`config.mk`:
```
export PLATFORM = sky130hd
export DESIGN_NAME = adc_window_avg_min_max_flat
export DESIGN_NICKNAME = d
export VERILOG_FILES = /design/src/sv/awmm_pkg.sv /design/src/sv/awmm_if.sv /design/src/sv/awmm_ring.sv /design/src/sv/awmm_dp.sv /design/src/sv/awmm_seq.sv /design/src/sv/adc_window_avg_min_max.sv /design/src/flat_wrapper.sv
export VERILOG_INCLUDE_DIRS = /design/src /design/src/sv
export SDC_FILE = /design/constraint.sdc
export NUM_CORES = 1
export LEC_CHECK = 0
export BUFFER_PORTS_ARGS = -buffer_cell sky130_fd_sc_hd__buf_2
export CELL_PAD_IN_SITES_DETAIL_PLACEMENT = 0
export CELL_PAD_IN_SITES_GLOBAL_PLACEMENT = 2
export CORE_MARGIN = 1.5
export CORE_UTILIZATION = 49
export CTS_CLUSTER_DIAMETER = 100
export DETAILED_ROUTE_END_ITERATION = 16
export GPL_ROUTABILITY_DRIVEN = 0
export PLACE_DENSITY = 0.93
export SYNTH_ARGS = -nofsm -noshare
export SYNTH_HDL_FRONTEND = slang
export SYNTH_HIERARCHICAL = 1
export SYNTH_SLANG_ARGS = --single-unit
export TNS_END_PERCENT = 30
```
`constraint.sdc`:
```
create_clock -name clk_i -period 8.73 [get_ports clk_i]
set_input_delay 0.4365 -clock clk_i [delete_from_list [all_inputs] [get_ports clk_i]]
set_output_delay 0.4365 -clock clk_i [all_outputs]
set_load 0.005 [all_outputs]
```
`src/sv/adc_window_avg_min_max_assert.svh`:
```
// Assertion macros for the ADC window mean/min/max block.
`ifndef ADC_WINDOW_AVG_MIN_MAX_ASSERT_SVH
`define ADC_WINDOW_AVG_MIN_MAX_ASSERT_SVH

`ifndef SYNTHESIS
// Same-cycle implication, disabled while reset is active.
`define AWMM_ASSERT_NOW(label, clk, rst_n, ante, cons) \
  label: assert property (@(posedge clk) disable iff (!(rst_n)) (ante) |-> (cons)) \
    else $error("awmm: same-cycle check failed");
// Next-cycle implication, disabled while reset is active.
`define AWMM_ASSERT_NEXT(label, clk, rst_n, ante, cons) \
  label: assert property (@(posedge clk) disable iff (!(rst_n)) (ante) |=> (cons)) \
    else $error("awmm: next-cycle check failed");
`else
`define AWMM_ASSERT_NOW(label, clk, rst_n, ante, cons)
`define AWMM_ASSERT_NEXT(label, clk, rst_n, ante, cons)
`endif

`endif

```
`src/sv/awmm_pkg.sv`:
```
// Shared types and constants for the ADC window mean/min/max block.
`timescale 1ns / 1ps
package awmm_pkg;

  localparam int unsigned SAMPLE_W = 12;
  localparam logic [SAMPLE_W-1:0] SAMPLE_MAX = {SAMPLE_W{1'b1}};

  typedef logic [SAMPLE_W-1:0] sample_t;

  typedef enum logic [2:0] {
    ST_IDLE,
    ST_FILL,
    ST_WRITE,
    ST_SCAN,
    ST_LOAD,
    ST_DONE
  } awmm_state_e;

  // Sequencer to datapath controls.
  typedef struct packed {
    logic clear;     // start a new scan
    logic acc;       // ring read data is valid, fold it in
    logic div_load;  // multiply the sum by the window reciprocal
  } awmm_dp_ctrl_t;

endpackage

```
`src/sv/awmm_if.sv`:
```
// Valid/ready channel interfaces for samples and window results.
`timescale 1ns / 1ps
interface awmm_sample_if;
  import awmm_pkg::*;

  logic    valid;
  logic    ready;
  sample_t sample;

  modport source (output valid, output sample, input ready);
  modport sink (input valid, input sample, output ready);
endinterface

interface awmm_result_if;
  import awmm_pkg::*;

  logic    valid;
  logic    ready;
  sample_t window_mean;
  sample_t window_min;
  sample_t window_max;

  modport source (output valid, output window_mean, output window_min, output window_max,
                  input ready);
  modport sink (input valid, input window_mean, input window_min, input window_max,
                output ready);
endinterface

```
`src/sv/awmm_ring.sv`:
```
// Sample ring memory: one write port, one registered read port.
`timescale 1ns / 1ps
module awmm_ring #(
  parameter int unsigned WINDOW = 16,
  localparam int unsigned AW = $clog2(WINDOW)
) (
  input  logic                     clk_i,
  input  logic                     we_i,
  input  logic [AW-1:0]            waddr_i,
  input  awmm_pkg::sample_t        wdata_i,
  input  logic                     re_i,
  input  logic [AW-1:0]            raddr_i,
  output awmm_pkg::sample_t        rdata_o
);
  import awmm_pkg::*;

  sample_t mem [WINDOW];
  sample_t rdata_q;

  always_ff @(posedge clk_i) begin
    if (we_i) begin
      mem[waddr_i] <= wdata_i;
    end
  end

  always_ff @(posedge clk_i) begin
    if (re_i) begin
      rdata_q <= mem[raddr_i];
    end
  end

  assign rdata_o = rdata_q;

endmodule

```
`src/sv/awmm_dp.sv`:
```
// Shared datapath: running sum/min/max over the scan, then mean by shift or reciprocal.
`timescale 1ns / 1ps
module awmm_dp #(
  parameter int unsigned WINDOW = 16,
  localparam int unsigned AW = $clog2(WINDOW)
) (
  input  logic                    clk_i,
  input  awmm_pkg::awmm_dp_ctrl_t ctrl_i,
  input  awmm_pkg::sample_t       rdata_i,
  output awmm_pkg::sample_t       mean_o,
  output awmm_pkg::sample_t       min_o,
  output awmm_pkg::sample_t       max_o
);
  import awmm_pkg::*;

  localparam int unsigned SUM_W = SAMPLE_W + AW;
  localparam bit IS_POW2 = ((WINDOW & (WINDOW - 1)) == 0);

  logic [SUM_W-1:0] sum_q, sum_d;
  sample_t          min_q, min_d;
  sample_t          max_q, max_d;

  always_comb begin
    sum_d = sum_q;
    min_d = min_q;
    max_d = max_q;
    if (ctrl_i.clear) begin
      sum_d = '0;
      min_d = SAMPLE_MAX;
      max_d = '0;
    end else if (ctrl_i.acc) begin
      sum_d = sum_q + SUM_W'(rdata_i);
      if (rdata_i < min_q) min_d = rdata_i;
      if (rdata_i > max_q) max_d = rdata_i;
    end
  end

  always_ff @(posedge clk_i) begin
    sum_q <= sum_d;
    min_q <= min_d;
    max_q <= max_d;
  end

  assign min_o = min_q;
  assign max_o = max_q;

  if (IS_POW2) begin : g_shift
    assign mean_o = sum_q[AW +: SAMPLE_W];
  end else begin : g_div
    // sum < 2^SUM_W; with m = floor(2^(SUM_W+AW)/WINDOW)+1 the product
    // shifted right by SUM_W+AW is the exact truncated quotient.
    localparam int unsigned SHIFT   = SUM_W + AW;
    localparam int unsigned RECIP_W = SUM_W + 1;
    localparam int unsigned PROD_W  = SUM_W + RECIP_W;
    localparam longint unsigned RECIP = ((64'd1 << SHIFT) / 64'(WINDOW)) + 64'd1;

    logic [PROD_W-1:0] prod_q;

    always_ff @(posedge clk_i) begin
      if (ctrl_i.div_load) begin
        prod_q <= PROD_W'(sum_q) * PROD_W'(RECIP_W'(RECIP));
      end
    end

    assign mean_o = prod_q[SHIFT +: SAMPLE_W];
  end

endmodule

```
`src/sv/awmm_seq.sv`:
```
// Sequencer: ring fill, sample write, window scan, mean, result hand-off.
`timescale 1ns / 1ps
module awmm_seq #(
  parameter int unsigned WINDOW = 16,
  localparam int unsigned AW = $clog2(WINDOW)
) (
  input  logic                    clk_i,
  input  logic                    rst_ni,
  input  logic                    in_valid_i,
  output logic                    in_ready_o,
  output logic                    out_valid_o,
  input  logic                    out_ready_i,
  output logic                    ring_we_o,
  output logic [AW-1:0]           ring_waddr_o,
  output logic                    ring_re_o,
  output logic [AW-1:0]           ring_raddr_o,
  output awmm_pkg::awmm_dp_ctrl_t dp_ctrl_o
);
  import awmm_pkg::*;

  localparam int unsigned CW = $clog2(WINDOW + 1);
  localparam int unsigned CNT_W = (CW > 4) ? CW : 4;
  localparam bit IS_POW2 = ((WINDOW & (WINDOW - 1)) == 0);

  awmm_state_e      state_q, state_d;
  logic [CNT_W-1:0] cnt_q, cnt_d;
  logic [AW-1:0]    slot_q, slot_d;
  logic             primed_q, primed_d;
  logic             rd_pend_q, rd_pend_d;

  always_ff @(posedge clk_i or negedge rst_ni) begin
    if (!rst_ni) begin
      state_q   <= ST_IDLE;
      cnt_q     <= '0;
      slot_q    <= '0;
      primed_q  <= 1'b0;
      rd_pend_q <= 1'b0;
    end else begin
      state_q   <= state_d;
      cnt_q     <= cnt_d;
      slot_q    <= slot_d;
      primed_q  <= primed_d;
      rd_pend_q <= rd_pend_d;
    end
  end

  always_comb begin
    state_d      = state_q;
    cnt_d        = cnt_q;
    slot_d       = slot_q;
    primed_d     = primed_q;
    rd_pend_d    = 1'b0;
    in_ready_o   = 1'b0;
    out_valid_o  = 1'b0;
    ring_we_o    = 1'b0;
    ring_waddr_o = slot_q;
    ring_re_o    = 1'b0;
    ring_raddr_o = cnt_q[AW-1:0];
    dp_ctrl_o    = '0;
    dp_ctrl_o.acc = rd_pend_q;

    unique case (state_q)
      ST_IDLE: begin
        in_ready_o = 1'b1;
        cnt_d      = '0;
        if (in_valid_i) begin
          state_d = primed_q ? ST_WRITE : ST_FILL;
        end
      end
      ST_FILL: begin
        // first sample after reset goes to every slot
        ring_we_o    = 1'b1;
        ring_waddr_o = cnt_q[AW-1:0];
        cnt_d        = cnt_q + 1'b1;
        if (cnt_q == CNT_W'(WINDOW - 1)) begin
          primed_d = 1'b1;
          cnt_d    = '0;
          state_d  = ST_WRITE;
        end
      end
      ST_WRITE: begin
        ring_we_o       = 1'b1;
        slot_d          = (slot_q == AW'(WINDOW - 1)) ? '0 : slot_q + 1'b1;
        dp_ctrl_o.clear = 1'b1;
        cnt_d           = '0;
        state_d         = ST_SCAN;
      end
      ST_SCAN: begin
        if (cnt_q == CNT_W'(WINDOW)) begin
          // last read data is folded in on this edge
          cnt_d   = '0;
          state_d = IS_POW2 ? ST_DONE : ST_LOAD;
        end else begin
          ring_re_o = 1'b1;
          rd_pend_d = 1'b1;
          cnt_d     = cnt_q + 1'b1;
        end
      end
      ST_LOAD: begin
        dp_ctrl_o.div_load = 1'b1;
        cnt_d              = '0;
        state_d            = ST_DONE;
      end
      ST_DONE: begin
        out_valid_o = 1'b1;
        if (out_ready_i) begin
          state_d = ST_IDLE;
        end
      end
      default: begin
        state_d = ST_IDLE;
      end
    endcase
  end

endmodule

```
`src/sv/adc_window_avg_min_max.sv`:
```
// Top level of the ADC sliding-window mean/min/max block.
`timescale 1ns / 1ps
// Sliding-window statistics over 12-bit ADC samples. The block keeps the last
// WINDOW samples in a single-port-read ring memory and returns one
// result transaction per sample transaction: truncated mean, minimum and
// maximum of the samples now held. The first sample after reset fills the
// whole ring, so its result equals the sample. One sample is handled at a
// time: sample ready is high only while the block is idle. An accepted sample
// is written to the ring, then the ring is scanned, one entry read per cycle
// through the memory's read port, and each entry is folded into the running
// sum, minimum and maximum. When WINDOW is a power of two the mean is then a
// shift of the sum; otherwise a load step multiplies the sum by the window
// reciprocal before the result is valid. The first sample after reset first
// fills the whole ring before its write. A new sample is taken the cycle after
// the result is taken.
module adc_window_avg_min_max #(
  parameter int unsigned WINDOW = 16
) (
  input  logic          clk_i,
  input  logic          rst_ni,
  awmm_sample_if.sink   sample_i,
  awmm_result_if.source result_o
);
  import awmm_pkg::*;

  localparam int unsigned AW = $clog2(WINDOW);

  sample_t       sample_q;
  logic          in_ready;
  logic          out_valid;
  logic          ring_we;
  logic [AW-1:0] ring_waddr;
  logic          ring_re;
  logic [AW-1:0] ring_raddr;
  sample_t       ring_rdata;
  awmm_dp_ctrl_t dp_ctrl;
  sample_t       mean;
  sample_t       win_min;
  sample_t       win_max;

  // Input sample is held for the fill and the ring write.
  always_ff @(posedge clk_i) begin
    if (sample_i.valid && in_ready) begin
      sample_q <= sample_i.sample;
    end
  end

  awmm_seq #(
    .WINDOW (WINDOW)
  ) u_seq (
    .clk_i        (clk_i),
    .rst_ni       (rst_ni),
    .in_valid_i   (sample_i.valid),
    .in_ready_o   (in_ready),
    .out_valid_o  (out_valid),
    .out_ready_i  (result_o.ready),
    .ring_we_o    (ring_we),
    .ring_waddr_o (ring_waddr),
    .ring_re_o    (ring_re),
    .ring_raddr_o (ring_raddr),
    .dp_ctrl_o    (dp_ctrl)
  );

  awmm_ring #(
    .WINDOW (WINDOW)
  ) u_ring (
    .clk_i   (clk_i),
    .we_i    (ring_we),
    .waddr_i (ring_waddr),
    .wdata_i (sample_q),
    .re_i    (ring_re),
    .raddr_i (ring_raddr),
    .rdata_o (ring_rdata)
  );

  awmm_dp #(
    .WINDOW (WINDOW)
  ) u_dp (
    .clk_i   (clk_i),
    .ctrl_i  (dp_ctrl),
    .rdata_i (ring_rdata),
    .mean_o  (mean),
    .min_o   (win_min),
    .max_o   (win_max)
  );

  assign sample_i.ready       = in_ready;
  assign result_o.valid       = out_valid;
  assign result_o.window_mean = mean;
  assign result_o.window_min  = win_min;
  assign result_o.window_max  = win_max;

`include "adc_window_avg_min_max_assert.svh"

  // never take a sample while a result is pending
  `AWMM_ASSERT_NOW(a_no_overlap, clk_i, rst_ni, out_valid, !in_ready)
  // taking the result frees the block at once
  `AWMM_ASSERT_NEXT(a_ready_after_result, clk_i, rst_ni, out_valid && result_o.ready, in_ready)
  // statistics are consistent with each other
  `AWMM_ASSERT_NOW(a_min_le_max, clk_i, rst_ni, out_valid, win_min <= win_max)
  `AWMM_ASSERT_NOW(a_mean_in_range, clk_i, rst_ni, out_valid, mean >= win_min && mean <= win_max)

endmodule
```
`src/flat_wrapper.sv`:
```
// flat-port wrapper written by rule: the top's interface ports become plain ports
module adc_window_avg_min_max_flat import awmm_pkg::*;
#(
  parameter int unsigned WINDOW = 16
)
  (clk_i, rst_ni, sample_i_valid, sample_i_sample, sample_i_ready, result_o_valid, result_o_window_mean, result_o_window_min, result_o_window_max, result_o_ready);
  awmm_sample_if sample_i_i ();
  awmm_result_if result_o_i ();
  input  logic clk_i;
  input  logic rst_ni;
  input wire logic [$bits(sample_i_i.valid)-1:0] sample_i_valid;
  input wire logic [$bits(sample_i_i.sample)-1:0] sample_i_sample;
  output wire logic [$bits(sample_i_i.ready)-1:0] sample_i_ready;
  output wire logic [$bits(result_o_i.valid)-1:0] result_o_valid;
  output wire logic [$bits(result_o_i.window_mean)-1:0] result_o_window_mean;
  output wire logic [$bits(result_o_i.window_min)-1:0] result_o_window_min;
  output wire logic [$bits(result_o_i.window_max)-1:0] result_o_window_max;
  input wire logic [$bits(result_o_i.ready)-1:0] result_o_ready;
  assign sample_i_i.valid = sample_i_valid;
  assign sample_i_i.sample = sample_i_sample;
  assign sample_i_ready = sample_i_i.ready;
  assign result_o_valid = result_o_i.valid;
  assign result_o_window_mean = result_o_i.window_mean;
  assign result_o_window_min = result_o_i.window_min;
  assign result_o_window_max = result_o_i.window_max;
  assign result_o_i.ready = result_o_ready;
  adc_window_avg_min_max #(.WINDOW(WINDOW)) u_core (.clk_i(clk_i), .rst_ni(rst_ni), .sample_i(sample_i_i), .result_o(result_o_i));
endmodule
```
==> impl.org <==
** Status
- Result of the run :: completed

** Power and ir drop
- In this run the static leakage power is 4.790 nW.
- Switching power :: around 1.8 mW
- For this design the ratio of total power to cell area is 388.3 mW/mm².
- After layout, the design draws a total of 5.104 mW.
- Internal cell power :: 3.325 mW
- Of the total power, registers draw 0.392.
- Of the total power, combinational logic draws 0.363.
- Part of the power in the clock network :: 0.246
- Highest ir drop seen on vdd :: ~0.27 mV
- Switching Share :: 0.3485

** Timing
- Headroom to the max-slew limit came out at 0.2176.
- Transition time at the pin with the least slew margin :: 1.169 ns
- On the final layout, the worst clock skew is ~0.023 ns.
- Time the final worst path needs with I/O delays and setup :: 3.443 ns
- The number of pins with negative max-slew slack in the final report was 0.
- Setup repair after global routing missed its margin :: no
- Timing would allow up to 290.5 MHz.
- In the finished design, the share of the clock period the worst path needs comes to 0.3943.
- The worst path meets setup with 5.287 ns of slack.
- Setup violations remaining at the end of the flow were counted as 0.
- Final hold violation count :: 0
- Summed over all failing endpoints, the final setup total negative slack is 0 ns.

** Route
- The first TritonRoute pass finished after 5 iterations.
- In the final routed layout, each cell accounts on average for 20.93 µm.
- Across all layers, the routed design uses ~6,500 vias.
- For this block, the initial DRC count from the detailed router was just under 500.
- Remaining routing DRC violations :: 0
- Count of antenna-violating nets left after detailed routing :: 0
- For this block, the routed nets add up to 23.94 mm of wire.
- Vias per std cell :: 5.663

** Worst setup path
- Top delay family on crit path :: simple AND/OR/NAND/NOR gates
- Kind of end point of the critical path :: register
- Critical path class :: register to register
- CP cell instances :: nand2b_4 -> nor2_1 -> mux2_2 -> or3b_1 -> nor2_1
- On the critical path, the stage with the largest delay is an instance of sky130_fd_sc_hd__nor2_1.
- The worst setup path is launched from a register.
- Library cell appearing most often on the critical path :: sky130_fd_sc_hd__nor2_1
- Number of buffers and inverters on the critical path :: 0
- Of all nets on the critical path, the largest fanout is 14.
- In this design, the stage delay of the slowest critical-path cell is 0.88 ns.
- For the worst setup path, the data arrival time is 3.62 ns.
- For the worst setup path, the data required time is around 8.9 ns.

** Final layout
- Post-Layout Cell Count :: roughly 1,100
- Filler Cells Inserted :: 1,821
- Area grow syn2layout :: 12.36%
- Sequential cell area :: between 0.007 and 0.008 mm²
- At the end of the flow, the number of nets in the layout was 859.
- Ant diodes :: 0
- Of the cells placed in the final design, the portion with a size suffix greater than 1 is 0.2024.
- Area occupied by multi-input gates :: 0.003664 mm²
- Once layout is complete, the utilization of the core stands at 0.5601.

** Clock network
- Maximum count of clock buffers along a single path :: 3
- Clock buffers created by TritonCTS :: 28
- H-Tree Level Count :: 1
- Post-cts repair resize count :: 0
- Root buffer selected by CTS :: sky130_fd_sc_hd__clkbuf_16
- TritonCTS built the clock tree.
- Clock latency on the worst-skew pair, taken at its later pin, is between 0.5 and 0.6 ns.
- After clock tree synthesis, the clock-pin slew on the worst setup and hold paths is 0.06 ns.
- CTS saw 270 sinks.

** Global routing
- Across every metal layer, demand over resource in global routing totals 0.1995.
- The number of antenna violations at the first check in global routing is 0.
- Global routing finished with a remaining overflow of 0.
- The first global-routing pass estimated 36.65 mm of wire.
- Pin count of the biggest net entering global routing :: 63
- The number of global-route vias before repair came to about 6,500.

** Synthesis
- Post-Synthesis Cells :: ~760
- Syn_nets :: 811
- The Yosys step of the flow raised 6 warnings.
- Post-synthesis cell area :: 0.01170 mm²
- Averaged over all synthesized cells, the footprint is 15.50 µm².

** Placed design
- Timing analysis after detailed placement gives a worst setup slack of 5.313 ns.
- Once placement completed, the tool counted placed cells totaling approximately 1,100.
- After legalization and detailed placement, the total HPWL measured 15.48 mm.
- Count of buffers from port buffering :: 53

** Floorplan
- Die span in x :: 157.5 µm
- Number of placed I/O pins :: 54
- Std cell rows :: 56
- Initial core utilization :: 0.4985
- The die covers 0.02481 mm².
- Floorplan core area :: 0.02347 mm²
- Measured along the y axis, the die boundary spans 157.5 µm.

** Run
- The tool flagged a number of max-cap violations equal to 0.

** Worst hold path
- Class of the tightest hold or removal check :: primary input to register
-- per-stage QoR --
step / area (µm²) / hold WS (ns)
floorplan: 11700 / 0.1409
global placement: 12140 / 0.3528
detailed placement: 12140 / 0.3550
CTS: 13150 / 0.03652
global route: 13150 / 0.03756
finish: 13150 / 0.04554
-- power by group through the flow --
stage	Sequential, mW	Clock [mW]	Combinational [mW]
detailed placement	2.03	0	1.85
floorplan	1.90	0	1.48
global route	2.04	1.33	2.05
CTS	2.00	1.27	1.85
global placement	2.01	0	1.78
finish	2.00	1.25	1.85
-- sequential cells by signal, indices dropped and copies added (netlist names) --
| name | count |
|---|---|
| u_core/sample_q | 12 |
| u_core/u_dp/max_o | 12 |
| u_core/u_dp/min_o | 12 |
| u_core/u_dp/sum_q | 16 |
| u_core/u_ring/mem | 192 |
| u_core/u_ring/rdata_o | 12 |
| u_core/u_seq/cnt_q | 5 |
| u_core/u_seq/primed_q | 1 |
| u_core/u_seq/rd_pend_q | 1 |
| u_core/u_seq/slot_q | 4 |
| u_core/u_seq/state_q | 3 |
-- metal layers --
layer / up-vias / track usage / part of all wire
met5: - / 0 / 0
met4: 0 / 0.07278 / 0.036
met3: 54 / 0.03194 / 0.058
met2: 225 / 0.3350 / 0.49
met1: 3210 / 0.2635 / 0.42
li1: 2990 / - / -
-- final cells by class --
cell class                      instances  area share
Multi-Input combinational cell        411      0.2787
Timing Repair Buffer                   63     0.02608
Tap cell                              319     0.03036
Inverter                               29    0.008280
Clock buffer                           31     0.05568
Clock inverter                         21     0.01980
Sequential cell                       270      0.5811
-- what timing repair did --
| action | 4_1_cts | 5_1_grt |
|---|---|---|
| hold buffers | 1 | 0 |
| endpoints found under the hold margin | 14 | 0 |
| buffers inserted | 0 | 0 |
-- worst paths after layout --
kind	startpoint	end	slack, ns	depth (start not counted)
max	u_core/u_seq/state_q[2]$_DFFE_PN0P_	u_core/u_ring/mem[3][4]$_DFFE_PP_	5.29	5
min in group asynchronous	rst_ni	u_core/u_seq/state_q[0]$_DFFE_PN0P_	0.34	2
max in group asynchronous	rst_ni	u_core/u_seq/cnt_q[0]$_DFFE_PN0P_	8.12	2
min	sample_i_sample[1]	u_core/sample_q[1]$_DFFE_PP_	0.05	1
max reg2reg	u_core/u_seq/state_q[2]$_DFFE_PN0P_	u_core/u_ring/mem[3][4]$_DFFE_PP_	5.29	5
min reg2reg	u_core/u_dp/sum_q[10]$_SDFFE_PP0P_	u_core/u_dp/sum_q[10]$_SDFFE_PP0P_	0.49	2
-- cell usage in the layout, fill, tap and decap left out, types with 3 or more instances in the layout --
cell type                    count
sky130_fd_sc_hd__a211oi_1        6
sky130_fd_sc_hd__a21o_1          9
sky130_fd_sc_hd__a21oi_1        20
sky130_fd_sc_hd__a22oi_1        24
sky130_fd_sc_hd__a31oi_1         3
sky130_fd_sc_hd__and2_1          4
sky130_fd_sc_hd__buf_2          53
sky130_fd_sc_hd__buf_4           9
sky130_fd_sc_hd__bufinv_16       5
sky130_fd_sc_hd__clkbuf_16      28
sky130_fd_sc_hd__clkinv_1        5
sky130_fd_sc_hd__clkinv_2        6
sky130_fd_sc_hd__clkinvlp_4      3
sky130_fd_sc_hd__dfrtp_1        12
sky130_fd_sc_hd__dfxtp_1        40
sky130_fd_sc_hd__edfxtp_1      216
sky130_fd_sc_hd__ha_1           39
sky130_fd_sc_hd__inv_1          29
sky130_fd_sc_hd__mux2_2          9
sky130_fd_sc_hd__mux2i_1        29
sky130_fd_sc_hd__mux4_1         15
sky130_fd_sc_hd__mux4_2         33
sky130_fd_sc_hd__nand2_1        36
sky130_fd_sc_hd__nand2b_1        5
sky130_fd_sc_hd__nand3_1         6
sky130_fd_sc_hd__nand3b_1        4
sky130_fd_sc_hd__nand4_1         7
sky130_fd_sc_hd__nor2_1         78
sky130_fd_sc_hd__nor2b_1         8
sky130_fd_sc_hd__nor3_1          8
sky130_fd_sc_hd__nor3b_1         4
sky130_fd_sc_hd__o21a_1          3
sky130_fd_sc_hd__o21ai_0        15
sky130_fd_sc_hd__o22ai_1         5
sky130_fd_sc_hd__o41ai_1         3
sky130_fd_sc_hd__xnor2_1         4
sky130_fd_sc_hd__xor2_1          4
Note: power is estimated with default switching activity, not from simulation.
